$ cat src/rtl/core/mwd_pulse_energy_filter_unit_assert.svh
// Assertion macros for the moving-window deconvolution filter.
// Each macro expects signals named clk and arst_n in the scope where it is used.
`ifndef MWD_PULSE_ENERGY_FILTER_UNIT_ASSERT_SVH
`define MWD_PULSE_ENERGY_FILTER_UNIT_ASSERT_SVH
`ifndef SYNTHESIS
// The condition must never hold at a clock edge.
`define MPEF_ASSERT_NEVER(lbl, cond) \
	lbl: assert property (@(posedge clk) disable iff (!arst_n) !(cond)) \
		else $error("mpef: forbidden condition observed");
// When the antecedent holds, the consequent holds at the same edge.
`define MPEF_ASSERT_IMPLIES(lbl, ante, cons) \
	lbl: assert property (@(posedge clk) disable iff (!arst_n) (ante) |-> (cons)) \
		else $error("mpef: same-cycle implication violated");
// When the antecedent holds, the consequent holds at the next edge.
`define MPEF_ASSERT_NEXT(lbl, ante, cons) \
	lbl: assert property (@(posedge clk) disable iff (!arst_n) (ante) |=> (cons)) \
		else $error("mpef: next-cycle implication violated");
`else
`define MPEF_ASSERT_NEVER(lbl, cond)
`define MPEF_ASSERT_IMPLIES(lbl, ante, cons)
`define MPEF_ASSERT_NEXT(lbl, ante, cons)
`endif
`endif

$ cat src/rtl/core/mpef_pkg.sv
// Shared types, constants and width helpers for the MWD pulse energy filter.
// No dependencies; every other file of the block but the assertion header imports this package.
`default_nettype none

package mpef_pkg;

	// Fixed field and register widths.
	localparam int SAMPLE_BITS = 16;
	localparam int D_W         = SAMPLE_BITS + 1;
	localparam int M_W         = 16;
	localparam int LEN_W       = 10;
	localparam int PH_W        = 27;
	localparam int DEN_W       = M_W + LEN_W;
	localparam int DEN2_W      = DEN_W + 1;
	localparam int CFG_IDX_W   = 2;
	localparam int CFG_DATA_W  = 16;
	localparam int HIST_W      = D_W + SAMPLE_BITS;
	localparam int PROD_W      = M_W + D_W + 1;

	// Configuration register indexes.
	localparam logic [CFG_IDX_W-1:0] CFG_WINDOW_LENGTH = 2'd0;
	localparam logic [CFG_IDX_W-1:0] CFG_DECAY_M       = 2'd1;
	localparam logic [CFG_IDX_W-1:0] CFG_INTEG_START   = 2'd2;
	localparam logic [CFG_IDX_W-1:0] CFG_INTEG_LENGTH  = 2'd3;

	// Register values after reset.
	localparam logic [LEN_W-1:0] RST_WINDOW_LENGTH = 10'd500;
	localparam logic [M_W-1:0]   RST_DECAY_M       = 16'd1000;
	localparam logic [LEN_W-1:0] RST_INTEG_START   = 10'd600;
	localparam logic [LEN_W-1:0] RST_INTEG_LENGTH  = 10'd50;

	// Commands from the controller to the datapath.
	typedef struct packed {
		logic accept;
		logic s1_step;
		logic div_num;
		logic div_abs;
		logic div_step;
		logic out_load;
	} mpef_cmd_t;

	// Status from the datapath to the controller.
	typedef struct packed {
		logic s1_last;
	} mpef_stat_t;

	// Running-sum width: one difference change per sample over a whole waveform.
	function automatic int mpef_ws_width(input int idx_w);
		return D_W + 1 + idx_w;
	endfunction

	// Accumulator width: deconvolved value grown by the sample count.
	function automatic int mpef_acc_width(input int idx_w);
		int ws_w;
		int filt_w;
		ws_w   = mpef_ws_width(idx_w);
		filt_w = ((PROD_W > ws_w) ? PROD_W : ws_w) + 1;
		return filt_w + idx_w;
	endfunction

endpackage

`default_nettype wire

$ cat src/rtl/core/mpef_ctrl.sv
// Controller for the MWD pulse energy filter: sample handshake, divider sequencing
// and output register handshake. Depends on mpef_pkg.
`default_nettype none

module mpef_ctrl import mpef_pkg::*; #(
	parameter int MAX_SAMPLES = 1024
) (
	input  wire        clk,
	input  wire        arst_n,
	input  wire        in_valid,
	output logic       in_ready,
	output logic       out_valid,
	input  wire        out_ready,
	input  mpef_stat_t stat,
	output mpef_cmd_t  cmd
);

	localparam int IDX_W     = $clog2(MAX_SAMPLES);
	localparam int DIV_STEPS = mpef_acc_width(IDX_W) + 2;
	localparam int CNT_W     = $clog2(DIV_STEPS);

	localparam logic [2:0] ST_RUN = 3'd0;
	localparam logic [2:0] ST_NUM = 3'd1;
	localparam logic [2:0] ST_ABS = 3'd2;
	localparam logic [2:0] ST_DIV = 3'd3;
	localparam logic [2:0] ST_OUT = 3'd4;

	logic [2:0]       state_q;
	logic [2:0]       state_next;
	logic [CNT_W-1:0] cnt_q;
	logic             s1_valid_q;
	logic             out_valid_q;
	logic             out_free;

	// Samples flow only while no division is pending and no last sample sits in stage one.
	assign in_ready  = (state_q == ST_RUN) && !(s1_valid_q && stat.s1_last);
	assign out_free  = !out_valid_q || out_ready;
	assign out_valid = out_valid_q;

	// Command decode and next state.
	always_comb begin
		cmd            = '0;
		cmd.accept     = in_valid && in_ready;
		cmd.s1_step    = s1_valid_q;
		state_next     = state_q;
		unique case (state_q)
			ST_RUN: begin
				if (s1_valid_q && stat.s1_last) begin
					state_next = ST_NUM;
				end
			end
			ST_NUM: begin
				cmd.div_num = 1'b1;
				state_next  = ST_ABS;
			end
			ST_ABS: begin
				cmd.div_abs = 1'b1;
				state_next  = ST_DIV;
			end
			ST_DIV: begin
				cmd.div_step = 1'b1;
				if (cnt_q == '0) begin
					state_next = ST_OUT;
				end
			end
			ST_OUT: begin
				if (out_free) begin
					cmd.out_load = 1'b1;
					state_next   = ST_RUN;
				end
			end
			default: begin
				state_next = ST_RUN;
			end
		endcase
	end

	// State, step counter and valid flags.
	always_ff @(posedge clk or negedge arst_n) begin
		if (!arst_n) begin
			state_q     <= ST_RUN;
			cnt_q       <= '0;
			s1_valid_q  <= 1'b0;
			out_valid_q <= 1'b0;
		end else begin
			state_q    <= state_next;
			s1_valid_q <= cmd.accept;
			if (cmd.div_abs) begin
				cnt_q <= CNT_W'(DIV_STEPS - 1);
			end else if (cmd.div_step) begin
				cnt_q <= cnt_q - 1'b1;
			end
			if (cmd.out_load) begin
				out_valid_q <= 1'b1;
			end else if (out_ready) begin
				out_valid_q <= 1'b0;
			end
		end
	end

endmodule

`default_nettype wire

$ cat config.mk
export PLATFORM = sky130hd
export DESIGN_NAME = mpef_ctrl
export DESIGN_NICKNAME = d
export VERILOG_FILES = /design/src/rtl/core/mwd_pulse_energy_filter_unit_assert.svh /design/src/rtl/core/mpef_pkg.sv /design/src/rtl/core/mpef_ctrl.sv
export SDC_FILE = /design/constraint.sdc
export NUM_CORES = 1
export LEC_CHECK = 0
export BUFFER_PORTS_ARGS = -buffer_cell sky130_fd_sc_hd__buf_2
export CAP_MARGIN = 20
export CORE_MARGIN = 3
export CORE_UTILIZATION = 25
export DETAILED_ROUTE_END_ITERATION = 16
export GPL_TIMING_DRIVEN = 1
export PLACE_DENSITY = 0.53
export SYNTH_ARGS = -nofsm -noshare
export SYNTH_HDL_FRONTEND = slang
export SYNTH_SLANG_ARGS = --single-unit
$ cat constraint.sdc
create_clock -name clk -period 2.5 [get_ports clk]
set_input_delay 0.5 -clock clk [delete_from_list [all_inputs] [get_ports clk]]
set_output_delay 0.5 -clock clk [all_outputs]
set_load 0.02 [all_outputs]
Word level (Yosys, flattened, before mapping). Cells that the tools add are included.

Flip-flop bits (word level): 11. Input bits: 5. Output and inout bits: 8. Logic and storage cells: 36.

Add/subtract/negate cells: 1. Eq/ne operators: 7. Mux-type cells: 13. Reduce and logical (&&, ||, !) cells: 11.

Operators by type and width (number): $pmux 3 s5 (1); $mux 6 (2); $mux 3 (3); $mux 1 (7); $eq 3x2->1 const B (2); $logic_not 6->1 (1); $sub 6x1->6 const B (1); $ne 2x2->1 const B (2); $reduce_bool 2->1 (2); $eq 3x1->1 const B (1); $eq 3x3->1 const B (1); $logic_and 1x1->1 (3); $logic_not 3->1 (1); $reduce_and 3->1 (1); $logic_not 1->1 (2); $ne 2x1->1 const B (1); $logic_or 1x1->1 (1).

Logic depth before layout (Yosys ltp). Gate-level depths: netlist of the first run.

Word-level depth: 5. Depth in mapped cells: 5. Mapped depth without buffers: 5.

Worst setup path after synthesis of the first run. OpenSTA, ideal clock, no wires.

Kind: input port to output port. From: input port stat. To: output port cmd[5] in the netlist's numbering. Arrival: 1.276 ns. Data required time: 2.000 ns. Path slack: 0.724 ns. Stages on the path: 2. Buffers on the path: 0. Path through: a2111oi_4 -> and2_1.

RTL lines: from (decl) (RTL line mpef_ctrl.sv:14) `input mpef_stat_t stat,`; to (decl) (RTL line mpef_ctrl.sv:15) `output mpef_cmd_t cmd`.

==> flow_summary.ini, run 1 <==
[worst_setup_path]
arrival_ps = 1610
regToRegStartpoint = cnt_q[0]
required_ps = 2000
start_kind = register
path_max_fanout = 15
crit_start = state_q[0]
worstSetupEndpointType = output port
worstSetupPathType = register to output port

[synthesis]
synth.yosys.warnings = 0
ys_ff_latch = 11
synth_cell_types = 32
ys_seq_area_share_pct = 44.1
synthesis.area_um2 = 624
syn_avg_cell_area_um2 = 9.91
synthesis.instances = 63
synth_nets = 70

[clock_network]
clk_path_buf_depth = 2
cts_hold_buf = 0
cts.sinks = 11
clk_root_buffer_cell = clkbuf_4
htree_levels = 1
path_clk_slew_ps = 80
post-cts-setup-buffers = 0
cts_made_buffers = 3
insertion_delay_ps = 280
cts_tree = built
cts_resized = 0

[route]
firstDrtPassIters = 4
wirelength_mm = 1.28
drt_iter0_markers = 10
drc_errors = 0
antenna_left = 0
routedWlPerCell_um = 12.5
vias = 496
via_per_inst = 4.82

[floorplan]
start_util_pct = 27.2
rows = 17
ios = 13
core-area_um2 = 2300
fp.dieArea_um2 = 3130
die_w_um = 56.0
die_y_um = 56.0

[timing]
setup_tns_ps = 0
max_freq_mhz = 473
final.min_clock_period_ps = 2110
min_period_over_period_pct = 84.6
max-slew-margin-rel_pct = 66.3
finalClockSkew_ps = 4.87
worst-slew-pin-transition_ps = 505
hold_viol_final = 0
final.setup.worst_slack_ps = 386
setup_viol = 0
finalMaxSlewViolations = 0
rsz0062_at_grt = no

[place]
place_hpwl_um = 926
placed_cell_area_um2 = 688
place.gp.congestion = 0.783
post-place-ws_ps = 684
port_buffers = 12

[power_and_ir_drop]
ir_drop_uv = 264
powerDensity_nw_per_um2 = 940
leakage_nw = 0.326

[final_layout]
final_area_um2 = 714
final_util_pct = 31.1
syn_to_final_growth_pct = 14.4
antenna_cells = 0
final_nets = 83
drive_gt1_share_pct = 29.3

[global_route]
grt_max_degree = 16
grt_overflow_total = 0
grt_use_total_pct = 9.01
grt_pass1_vias = 443
antenna_found_initial = 0
grt_pass1_wl_mm = 2.15

[flow_run]
drv_cap = 0

[hold_path]
hold_class = input pin to asynchronous set/reset pin

[outcome]
status = completed
## Yosys cell counts (all sizes together)
library cell  instances  area (um2)
a2111oi               1        27.5
a21oi                 2        10.0
a31oi                 2        12.5
and2                  2        12.5
and3                  2        12.5
and4                  1        8.76
buf                   4        31.3
dfrtp                11         275
ha                    2        25.0
inv                   3        11.3
nand2                 6        25.0
nand2b                3        18.8
nand3                 1        5.00
nand4                 1        6.26
nand4b                2        17.5
nor2                  7        28.8
nor2b                 1        8.76
nor3                  2        15.0
nor3b                 2        15.0
o211ai                1        7.51
o21ai                 2        10.0
o221a                 1        11.3
o22ai                 1        6.26
o32ai                 1        8.76
or2                   1        6.26
or2b                  1        7.51
## worst max-delay path, stage by stage, from the launching register on
cell	delay, ps
dfrtp_1	570
a2111oi_4	420
and2_1	190
buf_2	160
## power breakdown
part	total, mW	leakage, nW	switching, mW	internal (mW)
clock	0.131	0.0150	0.0686	0.0619
combinational	0.229	0.184	0.124	0.106
sequential	0.312	0.127	0.0806	0.231
## path summary, 6_finish.rpt
| check | to | slack, ps | cells after the start |
|---|---|---|---|
| worst max register to register | cnt_q[4] | 1180 | 5 |
| min in group clk | s1_valid_q | 450 | 2 |
| worst min-delay path | cnt_q[3] | 70 | 1 |
| max in group asynchronous | state_q[2] | 2220 | 1 |
| worst min register to register | out_valid | 530 | 2 |
| worst max-delay path | cmd[5] | 390 | 3 |
## sequential cells by signal, summed over array words and instances, names as in the netlist
signal      count
s1_valid_q      1
out_valid       1
state_q         3
cnt_q           6
## placed cells by master, fill, tap and decap left out
cell type	synthesis	final
ha_1	2	2
o211ai_1	1	1
o32ai_1	1	1
a21oi_1	2	2
o221a_2	1	1
clkbuf_4	0	3
o21ai_1	1	1
nand4_1	1	1
nor2_2	1	1
nand3_1	1	1
nand4b_1	2	2
nor3b_1	2	2
and2_1	2	2
clkbuf_1	0	1
nor2_1	6	6
nand2_1	5	5
nor2b_2	1	1
nand2b_1	3	3
or2b_1	1	1
nand2_2	1	1
buf_2	1	12
or2_2	1	1
and4_1	1	1
a2111oi_4	1	1
nor3_2	1	1
dfrtp_1	11	11
o21ai_0	1	1
inv_1	3	3
a31oi_1	2	2
o22ai_1	1	1
and3_1	2	2
nor3_1	1	1
## cell families after synthesis
kind of cell	count (synthesis)	share of synthesized area (%)
AOI/OAI and AO/OA	11	15.0
adders and majority gates	2	4.01
buffers and inverters	7	6.81
DFF	11	44.1
and+or+nand+nor	32	30.1
## metrics by stage
stage / hold WS (ps) / cells / power [mW]
2_1_floorplan: 204 / 63 / 0.488
3_5_place_dp: 391 / 99 / 0.543
5_1_grt: 93.2 / 103 / 0.731
3_3_place_gp: 386 / 99 / 0.537
6_report: 74.1 / 103 / 0.671
4_1_cts: 85.4 / 103 / 0.676
## final cells by class
| class | count | area [um2] |
|---|---|---|
| well taps | 28 | 35.0 |
| flip-flops and latches | 11 | 275 |
| fillers | 253 | 1580 |
| clock buffers | 4 | 26.3 |
| repair buffers | 12 | 60.1 |
| multi-input cells | 45 | 307 |
| inverters | 3 | 11.3 |
## per-layer routing
layer	global-route usage, %	up-vias	share of wire [%]
li1	-	245	-
met5	0	-	0
met2	12.5	15	44
met3	2.32	4	5.9
met1	12.1	232	47
met4	6.10	0	2.3
(Power assumes the default switching activity.)
==> run 2, diff against run 1 <==
==> constraint.sdc (replaced) <==
create_clock -name clk -period 2.1 [get_ports clk]
set_input_delay 0.42 -clock clk [delete_from_list [all_inputs] [get_ports clk]]
set_output_delay 0.42 -clock clk [all_outputs]
set_load 0.02 [all_outputs]
==> run 2 against run 1 <==
Against the previous run:
- cell count rose by 1.9%
- clock power grew 11%
- die area unchanged
- clock-buffer cell count is the same
- via count is 1.8% lower
- sequential power grew 9.3%
- setup slack worse by 120 ps
- sequential cell count unchanged
- largest cell class unchanged
- combinational power grew 35%
- sequential share of layout area shrank 0.79 points
- first-iteration DRC count grew 60%
- non-clock buffer count is 2 higher
==> flow_summary.ini, run 2 (synthesized netlist as in run 1, its figures left out) <==
[global_route]
grt_pass1_wl_mm = 2.13
grt_use_total_pct = 8.78
grt_pass1_vias = 478
antenna_found_initial = 0
grt_max_degree = 15
grt_overflow_total = 0

[clock_network]
cts_tree = built
insertion_delay_ps = 270
path_clk_slew_ps = 70
cts_hold_buf = 0
cts_resized = 0
cts_made_buffers = 3
clk_path_buf_depth = 2
post-cts-setup-buffers = 0
cts.sinks = 11
clk_root_buffer_cell = clkbuf_4
htree_levels = 1

[floorplan]
start_util_pct = 27.2
core-area_um2 = 2300
ios = 13
die_y_um = 56.0
fp.dieArea_um2 = 3130
die_w_um = 56.0
rows = 17

[timing]
max-slew-margin-rel_pct = 73.3
worst-slew-pin-transition_ps = 397
max_freq_mhz = 546
setup_tns_ps = 0
finalClockSkew_ps = 6.06
final.min_clock_period_ps = 1830
min_period_over_period_pct = 87.3
finalMaxSlewViolations = 0
hold_viol_final = 0
setup_viol = 0
rsz0062_at_grt = no

[power_and_ir_drop]
finalPower_mw = 0.796
leakage_nw = 0.334
ir_drop_uv = 386
powerDensity_nw_per_um2 = 1090

[final_layout]
final_cell_mix = buf_2 (12), dfrtp_1 (11), nor2_1 (6)
fillers = 248
antenna_cells = 0
stdcell_count = 105
final_common_cell = buf_2
drive_gt1_share_pct = 31.2
syn_to_final_growth_pct = 16.8
reg_top3 = cnt_q (6), state_q (3)
top_register = cnt_q
largest_reg_flops = 6
final_nets = 85

[flow_run]
drv_cap = 0

[worst_setup_path]
required_ps = 1680
worstSetupEndpointType = output port
start_kind = register
worstSetupPathType = register to output port
arrival_ps = 1410
path_max_fanout = 7

[outcome]
status = completed

[route]
drt_iter0_markers = 16
via_per_inst = 4.64
routedWlPerCell_um = 11.8
firstDrtPassIters = 4
vias = 487
antenna_left = 0
drc_errors = 0
wirelength_mm = 1.24

[place]
dp.cells = 101
place.gp.congestion = 0.681
port_buffers = 12
place_hpwl_um = 925

[hold_path]
hold_class = input pin to asynchronous set/reset pin
==> run 2: cell types whose count changed in the layout (fill, tap and decap cells not counted), sizes merged <==
cell,delta
buf,+2
==> run 2: layer usage <==
layer | vias to the layer above | wire length [um] | global-route usage (%)
met1 | 223 | 596 | 11.1
met5 | - | 0 | 0
met4 | 0 | 24 | 4.07
li1 | 248 | - | -
met3 | 4 | 66 | 4.41
met2 | 12 | 554 | 12.4
==> run 2: cell type report <==
class / instances / area, um2 / share of cell area, %
timing repair buffer: 14 / 75.1 / 10.3
clock buffer: 4 / 26.3 / 3.60
inverter: 3 / 11.3 / 1.54
sequential: 11 / 275 / 37.7
multi-input combinational: 45 / 307 / 42.0
tap: 28 / 35.0 / 4.80
==> run 2: worst max-delay path: stages (launching register included) <==
cell,delay [ps]
dfrtp_1,470
a2111oi_4,330
and2_1,180
buf_2,160
==> run 2: power by group <==
| part | internal, mW | switching [mW] |
|---|---|---|
| clock network | 0.0736 | 0.0710 |
| logic | 0.137 | 0.173 |
| registers | 0.276 | 0.0655 |
==> run 2: path summary, 6_finish.rpt <==
kind                                  from          to  slack, ps  cells past startpoint
worst max-delay path            state_q[1]      cmd[5]        270                      3
max in group asynchronous           arst_n    cnt_q[5]       1890                      1
worst min register to register    cnt_q[0]    cnt_q[0]        520                      1
min in group clk                  in_valid  s1_valid_q        370                      2
worst max register to register    cnt_q[2]    cnt_q[5]        850                      3
worst min-delay path                arst_n    cnt_q[4]          2                      1
==> run 2: through the flow <==
step,utilization (%),area [um2],worst slack [ps],hold WS [ps]
after floorplan,-,624,431,124
after global placement,30.6,703,504,305
after detailed placement,30.6,703,475,310
after CTS,31.8,729,251,13.2
after global routing,31.8,729,160,9.94
final,31.8,729,268,2.03
